### config.mk
export PLATFORM = sky130hd
export DESIGN_NAME = midi_track_event_parser
export DESIGN_NICKNAME = d
export VERILOG_FILES = /design/src/mtep_pkg.sv /design/src/mtep_datapath.sv /design/src/mtep_ctrl.sv /design/src/midi_track_event_parser.sv
export SDC_FILE = /design/constraint.sdc
export NUM_CORES = 1
export LEC_CHECK = 0
export BUFFER_PORTS_ARGS = -buffer_cell sky130_fd_sc_hd__buf_2
export CAP_MARGIN = 5
export CORE_MARGIN = 2
export CORE_UTILIZATION = 40
export DETAILED_ROUTE_END_ITERATION = 8
export SETUP_SLACK_MARGIN = 0.05
export SYNTH_ARGS = -nofsm -noshare
export SYNTH_HDL_FRONTEND = slang
export SYNTH_SLANG_ARGS = --single-unit
export TNS_END_PERCENT = 5
### constraint.sdc
create_clock -name clk -period 6.9 [get_ports clk]
set_input_delay 0.345 -clock clk [delete_from_list [all_inputs] [get_ports clk]]
set_output_delay 0.345 -clock clk [all_outputs]
set_load 0.01 [all_outputs]
### src/mtep_pkg.sv
// ----------------------------------------------------------------------------
// mtep_pkg: shared types and constants for the MIDI track event parser
// Phase codes, result kinds, controller/datapath command and status structs.
// ----------------------------------------------------------------------------
package mtep_pkg;

	localparam int VLQ_MAX_BYTES = 4;
	localparam int VCNT_W        = 3;
	localparam int TICK_W        = 32;
	localparam int VLQ_W         = 28;
	localparam int TEMPO_W       = 24;
	localparam int BPM_W         = 26;
	localparam int SLEN_W        = 29;
	localparam int DIV_STEPS     = BPM_W;
	localparam logic [BPM_W-1:0] USEC_PER_MIN = BPM_W'(60000000);

	localparam logic [2:0] K_CHAN  = 3'd0;
	localparam logic [2:0] K_SYSEX = 3'd1;
	localparam logic [2:0] K_TEMPO = 3'd2;
	localparam logic [2:0] K_EOT   = 3'd3;
	localparam logic [2:0] K_ERR   = 3'd4;

	localparam logic [7:0] META_EOT   = 8'h2F;
	localparam logic [7:0] META_TEMPO = 8'h51;
	localparam logic [7:0] META_PORT  = 8'h21;
	localparam logic [7:0] ST_SYSEX   = 8'hF0;
	localparam logic [7:0] ST_ESC     = 8'hF7;
	localparam logic [7:0] ST_META    = 8'hFF;

	typedef enum logic [3:0] {
		PH_DELTA, PH_STATUS, PH_DATA1, PH_DATA2, PH_SYSLEN, PH_SYSDATA,
		PH_METATYPE, PH_METALEN, PH_TEMPO, PH_SKIP, PH_HALT
	} phase_t;

	typedef enum logic [4:0] {
		S_IDLE = 5'b00001,
		S_DEC  = 5'b00010,
		S_DIV  = 5'b00100,
		S_OUT1 = 5'b01000,
		S_OUT2 = 5'b10000
	} ctl_state_t;

	typedef struct packed {
		logic [2:0]        kind;
		logic [TICK_W-1:0] abs_tick;
		logic [3:0]        msg_type;
		logic [3:0]        chan;
		logic [6:0]        first_data;
		logic [6:0]        second_data;
		logic [SLEN_W-1:0] sysex_len;
		logic [BPM_W-1:0]  bpm;
	} result_t;

	typedef struct packed {
		logic load;     // capture input byte
		logic decode;   // run one decode step, update parser state
		logic div_step; // one restoring divider step
		logic sel_second;
	} dp_cmd_t;

	typedef struct packed {
		logic n_res_valid;      // decode step produced results
		logic two_res;          // two results pending
		logic need_div;         // first result is a tempo, needs division
		logic div_done;
	} dp_sts_t;

endpackage

### src/mtep_datapath.sv
// ----------------------------------------------------------------------------
// mtep_datapath: parser state registers, decode logic, tempo divider
// One decode step per byte; the divider runs one quotient bit per cycle.
// ----------------------------------------------------------------------------
module mtep_datapath
	import mtep_pkg::*;
(
	input  logic        clk,
	input  logic        arst_n,
	input  logic [7:0]  byte_in,
	input  logic        chunk_end,
	input  dp_cmd_t     cmd,
	output dp_sts_t     sts,
	output result_t     res,
	output logic        res_last
);

	phase_t              phase_q;
	logic [TICK_W-1:0]   tick_q;
	logic [7:0]          run_st_q, cur_st_q, meta_q, b_q;
	logic [VLQ_W-1:0]    vlq_q, left_q;
	logic [VCNT_W-1:0]   vcnt_q;
	logic [6:0]          held_q;
	logic [TEMPO_W-1:0]  tempo_q;
	logic                last_q;

	result_t r0_q, r1_q;
	logic    two_q, div_q, any_q;

	// divider
	logic [BPM_W-1:0]   quo_q, dvd_q;
	logic [TEMPO_W:0]   rem_q;
	logic [4:0]         dcnt_q;
	logic [TEMPO_W-1:0] div_tempo_q;

	// next-state decode
	phase_t              ph_n;
	logic [TICK_W-1:0]   tick_n;
	logic [7:0]          run_n, cur_n, meta_n;
	logic [VLQ_W-1:0]    vlq_n, left_n;
	logic [VCNT_W-1:0]   vcnt_n;
	logic [6:0]          held_n;
	logic [TEMPO_W-1:0]  tempo_n;
	logic [1:0]          n;
	result_t             e0, e1, rr;
	logic                need_div;
	logic [VLQ_W-1:0]    vtake;
	logic                vmore, vover;
	logic [VLQ_W-1:0]    left_dec;
	logic [7:0]          cmdb;

	always_comb begin
		ph_n = phase_q; tick_n = tick_q; run_n = run_st_q; cur_n = cur_st_q;
		meta_n = meta_q; vlq_n = vlq_q; left_n = left_q; vcnt_n = vcnt_q;
		held_n = held_q; tempo_n = tempo_q;
		n = 2'd0; need_div = 1'b0; e0 = '0; e1 = '0; rr = '0; cmdb = 8'h00;
		vtake = {vlq_q[VLQ_W-8:0], b_q[6:0]};
		vmore = b_q[7];
		vover = vmore && (32'(vcnt_q) + 32'd1 >= 32'(VLQ_MAX_BYTES));
		left_dec = left_q - VLQ_W'(1);
		case (phase_q)
			PH_DELTA, PH_SYSLEN, PH_METALEN: begin
				vlq_n = vtake;
				if (vover) begin
					rr.kind = K_ERR; n = 2'd1; ph_n = PH_HALT;
				end else if (vmore) begin
					vcnt_n = vcnt_q + VCNT_W'(1);
				end else if (phase_q == PH_DELTA) begin
					tick_n = tick_q + TICK_W'(vtake);
					ph_n = PH_STATUS;
				end else if (phase_q == PH_SYSLEN) begin
					left_n = vtake;
					if (vtake == '0) begin
						rr.kind = K_SYSEX; n = 2'd1;
						rr.sysex_len = SLEN_W'(vtake) + SLEN_W'(cur_st_q == ST_SYSEX);
						ph_n = PH_DELTA; vlq_n = '0; vcnt_n = '0;
					end else ph_n = PH_SYSDATA;
				end else begin
					left_n = vtake;
					if (meta_q == META_EOT) begin
						rr.kind = K_EOT; n = 2'd1; ph_n = PH_HALT;
					end else if (meta_q == META_TEMPO) begin
						if (vtake < VLQ_W'(3)) begin
							rr.kind = K_ERR; n = 2'd1; ph_n = PH_HALT;
						end else begin
							vcnt_n = '0; tempo_n = '0; ph_n = PH_TEMPO;
						end
					end else if (meta_q == META_PORT && vtake == '0) begin
						rr.kind = K_ERR; n = 2'd1; ph_n = PH_HALT;
					end else if (vtake == '0) begin
						ph_n = PH_DELTA; vlq_n = '0; vcnt_n = '0;
					end else ph_n = PH_SKIP;
				end
			end
			PH_STATUS, PH_DATA1: begin
				if (phase_q == PH_STATUS && !b_q[7] && run_st_q == 8'h00) begin
					rr.kind = K_ERR; n = 2'd1; ph_n = PH_HALT;
				end else begin
					if (phase_q == PH_DATA1) cmdb = cur_st_q;
					else cmdb = b_q[7] ? b_q : run_st_q;
					if (phase_q == PH_STATUS && b_q[7] && b_q < 8'hF0) run_n = b_q;
					cur_n = cmdb;
					if (cmdb < 8'hF0) begin
						if (phase_q == PH_STATUS && b_q[7]) ph_n = PH_DATA1;
						else if (cmdb[7:4] != 4'hC && cmdb[7:4] != 4'hD) begin
							held_n = b_q[6:0]; ph_n = PH_DATA2;
						end else begin
							rr.kind = K_CHAN; rr.msg_type = cmdb[7:4];
							rr.chan = cmdb[3:0]; rr.first_data = b_q[6:0];
							n = 2'd1; ph_n = PH_DELTA; vlq_n = '0; vcnt_n = '0;
						end
					end else if (cmdb == ST_SYSEX || cmdb == ST_ESC) begin
						ph_n = PH_SYSLEN; vlq_n = '0; vcnt_n = '0;
					end else if (cmdb == ST_META) ph_n = PH_METATYPE;
					else begin
						rr.kind = K_ERR; n = 2'd1; ph_n = PH_HALT;
					end
				end
			end
			PH_DATA2: begin
				rr.kind = K_CHAN; rr.msg_type = cur_st_q[7:4]; rr.chan = cur_st_q[3:0];
				rr.first_data = held_q; rr.second_data = b_q[6:0];
				n = 2'd1; ph_n = PH_DELTA; vlq_n = '0; vcnt_n = '0;
			end
			PH_SYSDATA: begin
				left_n = left_dec;
				if (left_dec == '0) begin
					rr.kind = K_SYSEX; n = 2'd1;
					rr.sysex_len = SLEN_W'(vlq_q) + SLEN_W'(cur_st_q == ST_SYSEX);
					ph_n = PH_DELTA; vlq_n = '0; vcnt_n = '0;
				end
			end
			PH_METATYPE: begin
				meta_n = b_q; ph_n = PH_METALEN; vlq_n = '0; vcnt_n = '0;
			end
			PH_TEMPO: begin
				tempo_n = {tempo_q[TEMPO_W-9:0], b_q};
				left_n = left_dec;
				vcnt_n = vcnt_q + VCNT_W'(1);
				if (vcnt_n >= VCNT_W'(3)) begin
					if (tempo_n == '0) begin
						rr.kind = K_ERR; n = 2'd1; ph_n = PH_HALT;
					end else begin
						rr.kind = K_TEMPO; n = 2'd1; need_div = 1'b1;
						if (left_dec == '0) begin
							ph_n = PH_DELTA; vlq_n = '0; vcnt_n = '0;
						end else ph_n = PH_SKIP;
					end
				end
			end
			PH_SKIP: begin
				left_n = left_dec;
				if (left_dec == '0) begin
					ph_n = PH_DELTA; vlq_n = '0; vcnt_n = '0;
				end
			end
			default: ph_n = PH_HALT;
		endcase
		rr.abs_tick = tick_n;
		e0 = rr;
		e1 = '0; e1.kind = K_ERR; e1.abs_tick = tick_n;
		if (last_q && ph_n != PH_HALT) begin
			if (n == 2'd0) begin
				e0 = e1; n = 2'd1;
			end else n = 2'd2;
		end
	end

	always_ff @(posedge clk or negedge arst_n) begin
		if (!arst_n) begin
			phase_q <= PH_DELTA; tick_q <= '0; run_st_q <= '0; cur_st_q <= '0;
			vlq_q <= '0; vcnt_q <= '0; held_q <= '0; meta_q <= '0;
			left_q <= '0; tempo_q <= '0; two_q <= 1'b0; div_q <= 1'b0;
			any_q <= 1'b0; dcnt_q <= '0;
		end else if (cmd.decode) begin
			any_q <= n != 2'd0;
			two_q <= n == 2'd2;
			div_q <= need_div;
			dcnt_q <= '0;
			if (last_q) begin
				phase_q <= PH_DELTA; tick_q <= '0; run_st_q <= '0; cur_st_q <= '0;
				vlq_q <= '0; vcnt_q <= '0; held_q <= '0; meta_q <= '0;
				left_q <= '0; tempo_q <= '0;
			end else begin
				phase_q <= ph_n; tick_q <= tick_n; run_st_q <= run_n; cur_st_q <= cur_n;
				vlq_q <= vlq_n; vcnt_q <= vcnt_n; held_q <= held_n; meta_q <= meta_n;
				left_q <= left_n; tempo_q <= tempo_n;
			end
		end else if (cmd.div_step) begin
			dcnt_q <= dcnt_q + 5'd1;
		end
	end

	// payload and divider registers
	logic [TEMPO_W:0] rem_sh;
	always_comb rem_sh = {rem_q[TEMPO_W-1:0], dvd_q[BPM_W-1]};

	always_ff @(posedge clk) begin
		if (cmd.load) begin
			b_q <= byte_in; last_q <= chunk_end;
		end
		if (cmd.decode) begin
			r0_q <= e0; r1_q <= e1;
			dvd_q <= USEC_PER_MIN; rem_q <= '0; quo_q <= '0;
			// divisor held in tempo_n (captured in tempo_q unless chunk end)
			div_tempo_q <= tempo_n;
		end else if (cmd.div_step) begin
			dvd_q <= {dvd_q[BPM_W-2:0], 1'b0};
			if (rem_sh >= {1'b0, div_tempo_q}) begin
				rem_q <= rem_sh - {1'b0, div_tempo_q};
				quo_q <= {quo_q[BPM_W-2:0], 1'b1};
			end else begin
				rem_q <= rem_sh;
				quo_q <= {quo_q[BPM_W-2:0], 1'b0};
			end
		end
	end

	always_comb begin
		res = cmd.sel_second ? r1_q : r0_q;
		if (!cmd.sel_second && div_q) res.bpm = quo_q;
		res_last = cmd.sel_second || !two_q;
		sts.n_res_valid = any_q;
		sts.two_res = two_q;
		sts.need_div = div_q;
		sts.div_done = dcnt_q == 5'(DIV_STEPS);
	end

endmodule

### src/mtep_ctrl.sv
// ----------------------------------------------------------------------------
// mtep_ctrl: sequencing controller
// Accepts a byte, runs a decode step, runs the divider for tempo events,
// then presents up to two results.
// ----------------------------------------------------------------------------
module mtep_ctrl
	import mtep_pkg::*;
(
	input  logic    clk,
	input  logic    arst_n,
	input  logic    in_valid,
	output logic    in_ready,
	output logic    out_valid,
	input  logic    out_ready,
	input  dp_sts_t sts,
	output dp_cmd_t cmd
);

	ctl_state_t state_q, state_n;

	always_comb begin
		state_n = state_q;
		cmd = '0;
		in_ready = 1'b0;
		out_valid = 1'b0;
		case (state_q)
			S_IDLE: begin
				in_ready = 1'b1;
				cmd.load = in_valid;
				if (in_valid) state_n = S_DEC;
			end
			S_DEC: begin
				cmd.decode = 1'b1;
				state_n = S_DIV;
			end
			S_DIV: begin
				if (!sts.n_res_valid) state_n = S_IDLE;
				else if (sts.need_div && !sts.div_done) cmd.div_step = 1'b1;
				else state_n = S_OUT1;
			end
			S_OUT1: begin
				out_valid = 1'b1;
				if (out_ready) state_n = sts.two_res ? S_OUT2 : S_IDLE;
			end
			S_OUT2: begin
				out_valid = 1'b1;
				cmd.sel_second = 1'b1;
				if (out_ready) state_n = S_IDLE;
			end
			default: state_n = S_IDLE;
		endcase
	end

	always_ff @(posedge clk or negedge arst_n) begin
		if (!arst_n) state_q <= S_IDLE;
		else state_q <= state_n;
	end

`ifndef ASSERT_OFF
	a_onehot: assert property (@(posedge clk) disable iff (!arst_n) $onehot(state_q))
		else $error("state not one-hot");
	a_no_in_while_out: assert property (@(posedge clk) disable iff (!arst_n)
		out_valid |-> !in_ready) else $error("input taken while result pending");
	a_dec_after_load: assert property (@(posedge clk) disable iff (!arst_n)
		cmd.load |=> cmd.decode) else $error("decode did not follow load");
`endif

endmodule

### src/midi_track_event_parser.sv
// ----------------------------------------------------------------------------
// midi_track_event_parser: byte-serial standard MIDI file track parser
// Decodes delta times, running status, channel/sysex/meta events and errors.
// ----------------------------------------------------------------------------
// A byte is accepted in S_IDLE, decoded in S_DEC, and its results are shown
//   from S_OUT1 and S_OUT2 after S_DIV; a new byte is taken only back in S_IDLE.
//   A tempo event also runs the bit-serial 60000000/tempo divider in S_DIV.
// Reset (arst_n low) clears the controller and the parser's state registers at once;
//   the chunk-end byte also returns the parser to its reset state.
module midi_track_event_parser
	import mtep_pkg::*;
(
	input  logic        clk,
	input  logic        arst_n,
	input  logic        s_tvalid,
	output logic        s_tready,
	input  logic [7:0]  s_tdata,   // byte_in
	input  logic        s_tlast,   // chunk_end
	output logic        m_tvalid,
	input  logic        m_tready,
	output logic [119:0] m_tdata,  // abs_tick, msg_type, chan, first_data,
	                               // second_data, sysex_len, bpm, zero pad
	output logic [2:0]  m_tuser,   // kind
	output logic        m_tlast    // last_of_run
);

	dp_cmd_t cmd;
	dp_sts_t sts;
	result_t res;
	logic    res_last;

	// controller: handshake and sequencing
	mtep_ctrl u_ctrl (
		.clk, .arst_n,
		.in_valid(s_tvalid), .in_ready(s_tready),
		.out_valid(m_tvalid), .out_ready(m_tready),
		.sts, .cmd
	);

	// datapath: state, decode and tempo divider
	mtep_datapath u_dp (
		.clk, .arst_n,
		.byte_in(s_tdata), .chunk_end(s_tlast),
		.cmd, .sts, .res, .res_last
	);

	assign m_tuser = res.kind;
	assign m_tlast = res_last;
	// 32+4+4+7+7+29+26 = 109 bits, padded to 120
	assign m_tdata = {11'd0, res.bpm, res.sysex_len, res.second_data,
		res.first_data, res.chan, res.msg_type, res.abs_tick};

endmodule
# Word level (Yosys, flattened, before mapping)
# Cells that the tools add are included.
[word_totals]
register_bits = 408
input_bits = 13
output_inout_bits = 126
word_cells = 309
[classes]
addsub = 8
magnitude_cmp = 6
eq_ne = 46
muxes = 174
n_reduce_logical = 45
[ops]
columns = ["op", "n"]
rows = [
  ["$mux 28", 21],
  ["$mux 112", 3],
  ["$mux 24", 9],
  ["$mux 29", 6],
  ["$mux 32", 5],
  ["$pmux 28 s5", 1],
  ["$mux 8", 13],
  ["$mux 3", 34],
  ["$mux 4", 18],
  ["$mux 15", 4],
  ["$add 28x1->29", 2],
  ["$pmux 29 s2", 1],
  ["$logic_not 28->1", 2],
  ["$pmux 28 s2", 1],
  ["$mux 7", 7],
  ["$pmux 24 s2", 1],
  ["$mux 5", 8],
  ["$add 32x28->32", 1],
  ["$eq 8x8->1 const B", 4],
  ["$ge 32x3->1 const B", 1],
  ["$pmux 15 s2", 1],
  ["$lt 28x2->1 const B", 1],
  ["$mux 2", 14],
  ["$sub 28x1->28 const B", 1],
  ["other kinds (57)", 120],
]

# Logic depth before layout (Yosys ltp)
# Gate-level depths: netlist of the first run.
[depth]
ltp_word = 16
ltp_mapped = 14
depth_no_buf = 12

# Cells and area by module
# A second synthesis of the first run with hierarchy kept.
[hier_totals]
cells_unflattened = 2121
hier_area_um2 = 20073.0
[modules_own_cells]
columns = ["mod", "instances", "cells_each", "area_each_um2", "seq_area_each_um2"]
rows = [
  ["mtep_datapath", 1, 2073, 19642.6, 8888.5],
  ["mtep_ctrl", 1, 36, 344.1, 126.4],
  ["midi_track_event_parser", 1, 12, 86.3, 0.0],
]

# Worst setup path after synthesis of the first run
# Ideal clock, no wire load.
[synth_path]
kind = "reg-to-reg"
startpoint = "register u_ctrl.state_q[3]"
endpoint = "register u_dp.div_tempo_q[0] (enable)"
setup_time_ns = 0.517
arrival_ns = 4.411
required_time_ns = 6.383
setup_slack_ns = 1.972
stages_incl_launch_ff = 7
path_buffers = 3
period_less_slack_ns = 4.928
path_cell_list = "dfrtp_1 -> nor2_1 -> nand4bb_1 -> clkbuf_1 -> inv_1 -> clkbuf_1 -> clkbuf_1"
[synth_between]
elab_chain_len = 2
[synth_rtl]
columns = ["element", "line_no", "source"]
rows = [
  ["from (decl)", "mtep_ctrl.sv:19", "ctl_state_t state_q, state_n;"],
  ["from (signal assigned)", "mtep_ctrl.sv:56", "else state_q <= state_n;"],
  ["$eq 5x2->1", "mtep_ctrl.sv:26", "case (state_q)"],
  ["$mux 1", "mtep_ctrl.sv:26", ""],
  ["to (signal assigned)", "mtep_datapath.sv:206", "div_tempo_q <= tempo_n;"],
  ["to (decl)", "mtep_datapath.sv:34", "logic [TEMPO_W-1:0] div_tempo_q;"],
]
# No other way between the ends.
# A chain may end at the register's enable or synchronous reset.

==> flow_summary.toml, run 1 <==
[sta]
final.setup.tns_ns = 0
fmax_mhz = 226
slew_headroom_pct = 20.7
hold_viol = 0
report.final.slew_viol_count = 0
hold_ws_ns = 0.433
period_minus_slack_ns = 4.43
tightest_slew_ns = 1.19
finalWorstSetupSlack_ns = 2.47
setup_viol = 0
rsz0062_at_grt = "no"
fin_crit_sh_pct = 64.2
skew_ns = 0.0172

[yosys]
synthArstFlopShare_pct = 46.6
synth-edff-count = 119
avgSynthCellArea_sq_um = 9.31
netlist_area_sq_um = 19700
synthCells = 2111
ys_warn_count = 0
synthDistinctLibCells = 82
synth-main-ff-cell = "dfrtp_1"
seq_area_frac_synth_pct = 45.8
ys_ff_latch = 350

[routing]
routedWlPerCell_um = 19.0
routed_wl_mm = 54.3
ant_nets = 0
drtPass1Iterations = 6
viasPerCell = 5.62
num_vias = 16049
drc_errors = 0
drtIter0Drc = 1223

[clock_tree]
cts.sinks = 350
post-cts-setup-buffer-count = 0
htree_levels = 2
clkTransAtPathRegs_ns = 0.06
cts_buffers = 41
root_buffer = "clkbuf_16"
clock_latency_ns = 0.57
clk_path_buf_depth = 3
cts_tree = "built"

[power_and_ir_drop]
p_total_mw = 8.61
peakVddDrop_mv = 0.184
power_density_nw_per_um2 = 390
p_leak_nw = 9.58

[place]
io_buffers = 127
hpwl_mm = 36.4
post-place-ws_ns = 2.64
post_dp_cell_area_sq_um = 20600
dp_cells = 2769
gp_congestion = 0.909

[floorplan]
rows = 81
ios = 139
die_width_um = 226
initial_utilization_pct = 40.3
die_area_sq_um = 50900
die_h_um = 226
coreArea_sq_um = 48700

[global_routing]
grt_first_pass_wirelength_mm = 86.8
grt_overflow_total = 0
antenna_found_initial = 3
grt_usage_pct = 21.5
grt_max_degree = 92
grt_pass1_vias = 15412

[run]
drv_cap = 0

[setup_path]
path_cells = "or4b_2 -> nor4b_1 -> ha_1 -> ha_1 -> nand2_1 -> nor2_1 -> nand3_1 -> nor3_1 -> nand3_1 -> xor2_1 -> nor2_1"
worstPathArrival_ns = 4.70
crit_path_start_kind = "register"
worstSetupStartpoint = "u_dp.cur_st_q[3]"
cp-end-kind = "register"
cp_slowest_cell = "nor4b_1"
r2r-start = "u_dp.cur_st_q[3]"
required_ns = 7.17
path_delay_family = "simple AND/OR/NAND/NOR gates"
path_class = "register to register"
critPathBufInv = 0
cp_max_fo = 6
slowest_delay_ns = 0.94

[final_layout]
area.growth.synth_to_final_pct = 12.3
final_cell_mix = "nand2_1, nor2_1, dfrtp_1"
drive_above_1_share_pct = 13.3
diodes = 0
postLayoutCellArea_sq_um = 22100
fin_nets = 2237
final_common_cell = "nand2_1"
layout.cells.non_filler = 2857
postLayoutCoreUtil_pct = 45.3

[status]
status = "finished clean"

[hold_path]
hp-class = "register to register"
min_from = "u_dp.dvd_q[8]"
[flip-flops by register name (all words and copies together) (netlist names), 8 cells and up]
signal            flops
u_dp.r0_q            54
u_dp.r1_q            32
u_dp.tick_q          32
u_dp.left_q          28
u_dp.vlq_q           28
u_dp.quo_q           26
u_dp.div_tempo_q     24
u_dp.rem_q           24
u_dp.tempo_q         24
u_dp.dvd_q           18
u_dp.b_q              8
u_dp.cur_st_q         8
u_dp.meta_q           8
u_dp.run_st_q         8
[per-layer routing]
metal  up-vias  GRT usage (%)  routed length (um)
met1      7830           29.9               25400
met4         4           7.52                1640
met5         -              0                  27
met3       104           3.03                2550
met2       433           34.2               24700
li1       7678              -                   -
[kinds of logic (layout without fill, tap and decap cells)]
| group | count (synthesis) | after routing | share of synthesized area (%) |
|---|---|---|---|
| simple gates | 813 | 813 | 20.3 |
| compound gates | 529 | 529 | 17.9 |
| flops | 350 | 350 | 45.8 |
| buf+inv | 222 | 294 | 5.14 |
| xor+xnor | 76 | 76 | 3.39 |
| fa+ha+maj | 64 | 64 | 4.15 |
| mux | 56 | 56 | 3.31 |
| other cells | 1 | 11 | 0.0191 |
[layout make-up]
class | count | area (sq um)
fillers | 4686 | 26700
multi-input cells | 1549 | 9730
flip-flops and latches | 350 | 9010
clock buffers | 56 | 1170
repair buffers | 160 | 920
well taps | 664 | 831
inverters | 58 | 223
clock inverters | 20 | 194
[timing repair]
action                     CTS  global route
hold buffers                12             0
resized for setup            0             0
setup endpoints to repair    0             0
hold endpoints to repair   100             0
[tightest hold or removal path, stage by stage, from the launching register on]
cell and delay (ns):
dfxtp_1 0.30, nand2_1 0.05, nand2_1 0.04
[power by group]
group	total (mW)	internal [mW]	leakage, nW	switching, mW
sequential	3.05	2.57	3.86	0.487
combinational	3.35	1.22	5.05	2.13
clock	2.20	1.31	0.667	0.892
[worst paths after layout]
check	to	slack, ns	cells past startpoint
min in group asynchronous	u_dp.tick_q[16]	0.44	2
worst max-delay path	u_dp.r0_q[50]	2.47	11
worst max register to register	u_dp.r0_q[50]	2.47	11
max in group asynchronous	u_dp.cur_st_q[0]	4.96	3
worst min-delay path	u_dp.dvd_q[9]	0.43	2
worst min register to register	u_dp.dvd_q[9]	0.43	2
[Yosys cell counts (13+ instances only)]
master	number	area [sq um]
mux2i_1	14	140
a21o_1	26	195
inv_1	58	218
nand2b_1	19	119
a21oi_1	101	505
xor2_1	33	289
nand4_1	21	131
nor2b_1	22	138
mux2_2	38	428
and3_1	41	257
nand3_1	98	490
clkbuf_1	106	398
nor3_1	42	210
a22o_1	108	946
dfxtp_1	68	1360
o21ai_0	154	771
edfxtp_1	119	3570
nand2_1	244	916
ha_1	62	776
buf_4	43	323
or3_1	14	87.6
and2_1	67	419
o311ai_0	13	114
o21a_1	13	97.6
xnor2_1	43	377
nor2_1	179	672
nor4_1	13	81.3
dfrtp_1	162	4050
(Power assumes the default switching activity.)
==> run 2, diff against run 1 <==
==> constraint.sdc (replaced) <==
create_clock -name clk -period 4.2 [get_ports clk]
set_input_delay 0.21 -clock clk [delete_from_list [all_inputs] [get_ports clk]]
set_output_delay 0.21 -clock clk [all_outputs]
set_load 0.01 [all_outputs]
==> flow_summary.toml, run 2 (synthesized netlist as in run 1, its figures left out) <==
[setup_path]
required_ns = 4.51
critPathBufInv = 2
cp_slowest_cell = "or4b_2"
cp-end-kind = "register"
path_cells = "or4b_2 -> nor4b_1 -> buf_4 -> ha_1 -> nand2_1 -> nor2_1 -> and3_1 -> and2_1 -> nor2b_1 -> buf_4 -> nand3_1 -> xor2_1 -> nor2_1"
slowest_delay_ns = 0.67
worstPathArrival_ns = 3.95
cp_max_fo = 5
path_delay_family = "simple AND/OR/NAND/NOR gates"
path_class = "register to register"
crit_path_start_kind = "register"

[routing]
viasPerCell = 5.58
drc_errors = 0
routedWlPerCell_um = 19.1
ant_nets = 0
num_vias = 16122
routed_wl_mm = 55.2
drtPass1Iterations = 7
drtIter0Drc = 1171

[floorplan]
coreArea_sq_um = 48700
die_width_um = 226
initial_utilization_pct = 40.3
die_area_sq_um = 50900
die_h_um = 226
ios = 139
rows = 81

[sta]
hold_viol = 0
slew_headroom_pct = 23.9
final.setup.tns_ns = 0
fmax_mhz = 275
hold_ws_ns = 0.278
fin_crit_sh_pct = 86.6
rsz0062_at_grt = "no"
tightest_slew_ns = 1.14
report.final.slew_viol_count = 0
setup_viol = 0
period_minus_slack_ns = 3.64
skew_ns = 0.0125

[clock_tree]
clock_latency_ns = 0.56
root_buffer = "clkbuf_16"
cts_buffers = 41
postCtsResizedCells = 0
clk_path_buf_depth = 3
cts_tree = "built"
clkTransAtPathRegs_ns = 0.06
htree_levels = 2
cts.sinks = 350

[final_layout]
diodes = 0
drive_above_1_share_pct = 14.4
fin_nets = 2269
area.growth.synth_to_final_pct = 13.9
postLayoutCoreUtil_pct = 45.9
fill_cells = 4590
top_register = "u_dp.r0_q"
final_cell_mix = "nand2_1, nor2_1, dfrtp_1"
final_common_cell = "nand2_1"
top_regs = "u_dp.r0_q: 54 flops, u_dp.r1_q: 32 flops, u_dp.tick_q: 32 flops"
largest_reg_flops = 54

[global_routing]
grt_overflow_total = 0
grt_first_pass_wirelength_mm = 87.4
grt_max_degree = 88
grt_pass1_vias = 15528
grt_usage_pct = 21.7
antenna_found_initial = 0

[place]
io_buffers = 127
gp_congestion = 0.912
hpwl_mm = 37.8

[hold_path]
hp-class = "primary input to asynchronous set/reset pin"

[power_and_ir_drop]
p_leak_nw = 9.78
peakVddDrop_mv = 0.396
power_density_nw_per_um2 = 647

[run]
drv_cap = 0

[status]
status = "finished clean"
==> run 2: cell types whose count changed in the layout (fill, tap and decap cells not counted), sizes merged <==
cell	change
buf	+31
clkbuf	+6
clkinv	-6
bufinv	+1
clkinvlp	-1
dlygate4sd3	+1
==> run 2: metal layers <==
layer	wire, um	vias up	global-route usage [%]	part of all wire [%]
met5	0	-	0	0
met4	1830	0	8.40	3.3
met3	2820	112	3.63	5.1
met2	25800	445	35.5	47
met1	24700	7814	28.9	45
li1	-	7751	-	-
==> run 2: final timing paths <==
kind | endpoint | from | slack [ns] | depth (start not counted)
min in group clk | u_dp.b_q[4] | s_tdata[4] | 0.37 | 2
min reg2reg | u_dp.dvd_q[11] | u_dp.dvd_q[10] | 0.44 | 2
max in group asynchronous | u_dp.tick_q[6] | arst_n | 2.89 | 3
max | u_dp.r0_q[45] | u_dp.cur_st_q[3] | 0.56 | 13
max reg2reg | u_dp.r0_q[45] | u_dp.cur_st_q[3] | 0.56 | 13
min | u_dp.tick_q[23] | arst_n | 0.28 | 2
==> run 2: through the flow <==
stage / setup slack (ns) / instances / area, sq um / total power, mW
after detailed placement: 0.608 / 2800 / 20800 / 10.7
after CTS: 0.558 / 2889 / 22400 / 14.6
after global placement: 0.656 / 2800 / 20800 / 10.7
final: 0.563 / 2889 / 22400 / 14.5
after floorplan: 0.927 / 2121 / 19700 / 8.91
after global routing: 0.337 / 2889 / 22400 / 15.5
==> run 2: final cells by class <==
type	count	area [sq um]	share of cell area, %
clock buffer	62	1250	5.57
tap	664	831	3.71
timing repair buffer	192	1170	5.25
inverter	58	223	0.994
clock inverter	14	178	0.793
sequential	350	9010	40.2
multi-input combinational	1549	9730	43.4
==> run 2: power by group <==
part	switching, mW	internal, mW	leakage (nW)
clock network	1.47	2.30	0.698
logic	3.74	2.12	5.22
registers	0.642	4.22	3.86
==> run 2: timing repair <==
action	in CTS	in global routing
hold buffers	13	0
endpoints found under the hold margin	96	0
buffers inserted	0	0
==> run 3, diff against run 2 <==
--- a/config.mk
+++ b/config.mk
@@ -5,12 +5,14 @@
 export SDC_FILE = /design/constraint.sdc
 export NUM_CORES = 1
 export LEC_CHECK = 0
+export ABC_AREA = 1
 export BUFFER_PORTS_ARGS = -buffer_cell sky130_fd_sc_hd__buf_2
 export CAP_MARGIN = 5
 export CORE_MARGIN = 2
 export CORE_UTILIZATION = 40
 export DETAILED_ROUTE_END_ITERATION = 8
 export SETUP_SLACK_MARGIN = 0.05
+export SLEW_MARGIN = 5
 export SYNTH_ARGS = -nofsm -noshare
 export SYNTH_HDL_FRONTEND = slang
 export SYNTH_SLANG_ARGS = --single-unit
==> flow_summary.toml, run 3 <==
[status]
status = "finished clean"

[routing]
routedWlPerCell_um = 17.5
routed_wl_mm = 61.2
ant_nets = 0
drtPass1Iterations = 6
viasPerCell = 5.18
wl_met1_mm = 28.0
wl_met3_mm = 3.06
wl_met2_mm = 28.2
routed.top_layer = "met4"
num_vias = 18087
drtIter0Drc = 1559
drc_errors = 0

[setup_path]
ff2ff_setup_slack_ns = 0.71
required_ns = 4.63
cp_slowest_cell = "nor2_1"
path_class = "register to register"
cp_num_cells = 19
cp-endpoint = "u_dp.r0_q[50]"
worstRegToRegCells = 19
worstSetupStartpoint = "u_dp.cur_st_q[0]"
path_delay_family = "simple AND/OR/NAND/NOR gates"
cp-end-kind = "register"
r2r-start = "u_dp.cur_st_q[0]"
worstReg2RegEnd = "u_dp.r0_q[50]"
worstPathArrival_ns = 3.92
cp_max_fo = 5
crit_path_start_kind = "register"
cp_common_cell = "nand2_1"
critPathBufInv = 2
path_cells = "inv_1 -> nand4_1 -> nor2_1 -> ha_1 -> ha_1 -> nand2_1 -> nor3_1 -> nand2_1 -> nor2_1 -> nand3_1 -> nor2_1 -> nand2_1 -> xor2_1 -> nand4_1 -> nor2_1 -> nand2_1 -> inv_1 -> nand3_1 -> nand2_1"
slowest_delay_ns = 0.37

[sta]
fin_crit_sh_pct = 83.0
period_minus_slack_ns = 3.49
report.final.slew_viol_count = 0
fmax_mhz = 287
rsz0062_at_grt = "no"
slew_headroom_pct = 34.0
setup_viol = 0
hold_viol = 0
tightest_slew_ns = 0.986
skew_ns = 0.0193
final.setup.tns_ns = 0

[yosys]
netlist_area_sq_um = 20900
seq_area_frac_synth_pct = 43.2
synth-edff-count = 119
synth-main-ff-cell = "dfrtp_1"
synthDistinctLibCells = 62
synth-compound-area-share_pct = 13.9
ys_ff_latch = 350
synth_area_leaders = "dfrtp_1, edfxtp_1, nand2_1, inv_1, dfxtp_1"
ys_warn_count = 0
synthAdderAreaFrac_pct = 3.91
yosysMostFrequentCell = "nand2_1"
yosysTopAreaCellShare_pct = 19.4
synth_top_cell_by_area = "dfrtp_1"
synthArstFlopShare_pct = 46.6
yosys-mux-area-fraction_pct = 0.432
synth-simple-area-share_pct = 24.0
synthCells = 2700
synth_xor_area_share_pct = 3.02
avgSynthCellArea_sq_um = 7.73
synthTopCellsByCount = "nand2_1, inv_1, nor2_1, o21ai_0, dfrtp_1"
synth_top_family_by_area = "simple AND/OR/NAND/NOR gates"

[place]
io_buffers = 127
gp_congestion = 0.949
hpwl_mm = 44.2
post_dp_cell_area_sq_um = 21900
dp_cells = 3408

[power_and_ir_drop]
power_density_nw_per_um2 = 741
peakVddDrop_mv = 0.316
p_leak_nw = 10.9

[hold_path]
hp-class = "primary input to register"
min_from = "m_tready"
hold-path-cell-count = 3

[final_layout]
largest_reg_flops = 54
top_regs = "u_dp.r0_q: 54 flops, u_dp.r1_q: 32 flops, u_dp.tick_q: 32 flops"
final_common_cell = "nand2_1"
postLayoutCoreUtil_pct = 45.4
final_cell_mix = "nand2_1, inv_1, nor2_1"
layout.cells.non_filler = 3495
area.growth.synth_to_final_pct = 11.9
postLayoutCellArea_sq_um = 23300
drive_above_1_share_pct = 12.4
top_register = "u_dp.r0_q"
fin_nets = 2859
diodes = 0
fill_cells = 5150

[floorplan]
ios = 139
die_width_um = 232
rows = 83
die_area_sq_um = 54000
die_h_um = 232
initial_utilization_pct = 40.6
coreArea_sq_um = 51400

[clock_tree]
clock_latency_ns = 0.57
htree_levels = 2
clkTransAtPathRegs_ns = 0.06
cts_tree = "built"
cts.sinks = 350
cts_buffers = 41
clk_path_buf_depth = 3
post-cts-setup-buffer-count = 0
root_buffer = "clkbuf_16"

[global_routing]
grt_usage_pct = 22.8
grt_max_degree = 140
grt_first_pass_wirelength_mm = 97.1
grt_pass1_vias = 17455
antenna_found_initial = 0
grt_overflow_total = 0

[run]
drv_cap = 0
run 3: changes by cell type after synthesis, sizes merged, moves of 27 or more:
cell | before | now
and2 | 67 | 0
inv | 58 | 416
a22o | 108 | 3
nand3 | 99 | 126
o21ai | 164 | 213
nor2 | 179 | 280
and3 | 41 | 2
nand2 | 244 | 638
o22ai | 9 | 96
mux2 | 39 | 0
clkbuf | 106 | 58
run 3: kinds of logic (layout without fill, tap and decap cells):
| family | Yosys count | in the layout |
|---|---|---|
| DFF | 350 | 350 |
| buffers and inverters | 563 | 668 |
| AOI/OAI and AO/OA | 488 | 488 |
| adders and majority gates | 64 | 64 |
| and+or+nand+nor | 1156 | 1156 |
| muxes | 9 | 9 |
| xor gates and xnor gates | 69 | 69 |
| other | 1 | 11 |
run 3: metal layers:
metal,vias up,track usage [%]
met5,-,0
met4,0,8.05
met3,116,2.76
met2,536,37.3
met1,8493,31.0
li1,8942,-
run 3: worst reg2reg max path, stage by stage (launching register included):
cell and delay [ns]:
dfrtp_1 0.36, inv_1 0.11, nand4_1 0.12, nor2_1 0.37, ha_1 0.26, ha_1 0.20
nand2_1 0.09, nor3_1 0.34, nand2_1 0.11, nor2_1 0.25, nand3_1 0.17, nor2_1 0.20
nand2_1 0.09, xor2_1 0.16, nand4_1 0.11, nor2_1 0.17, nand2_1 0.06, inv_1 0.06
nand3_1 0.06, nand2_1 0.07
run 3: final cells by class:
class / count / area [sq um] / area share (%)
flip-flops and latches: 350 / 9010 / 38.6
well taps: 680 / 851 / 3.65
multi-input cells: 1797 / 9520 / 40.8
inverters: 427 / 1600 / 6.87
repair buffers: 165 / 980 / 4.20
clock buffers: 58 / 1210 / 5.20
clock inverters: 18 / 163 / 0.697
run 3: timing repair:
item	4_1_cts	5_1_grt
hold buffers	11	0
hold endpoints to repair	75	0
resized for setup	0	0
run 3: power breakdown:
group,switching (mW),leakage [nW],internal [mW]
Sequential,0.780,3.90,4.52
Clock,1.48,0.682,2.15
Combinational,5.91,6.35,2.46
Total,8.17,10.9,9.13
run 3: per-stage QoR:
stage	power (mW)	hold slack, ns	worst slack [ns]
floorplan	11.3	-0.0856	0.835
global placement	13.6	0.263	0.868
detailed placement	13.6	0.269	0.785
CTS	17.3	0.112	0.749
global route	18.6	0.228	0.359
finish	17.3	0.151	0.712
run 3: how the worst min path moves through the flow:
stage,endpoint,slack (ns)
floorplan,u_ctrl.state_q[1],-0.09
global placement,u_dp.left_q[24],0.26
detailed placement,u_dp.left_q[24],0.27
CTS,u_ctrl.state_q[1],0.11
global route,u_ctrl.state_q[1],0.23
finish,u_ctrl.state_q[1],0.15
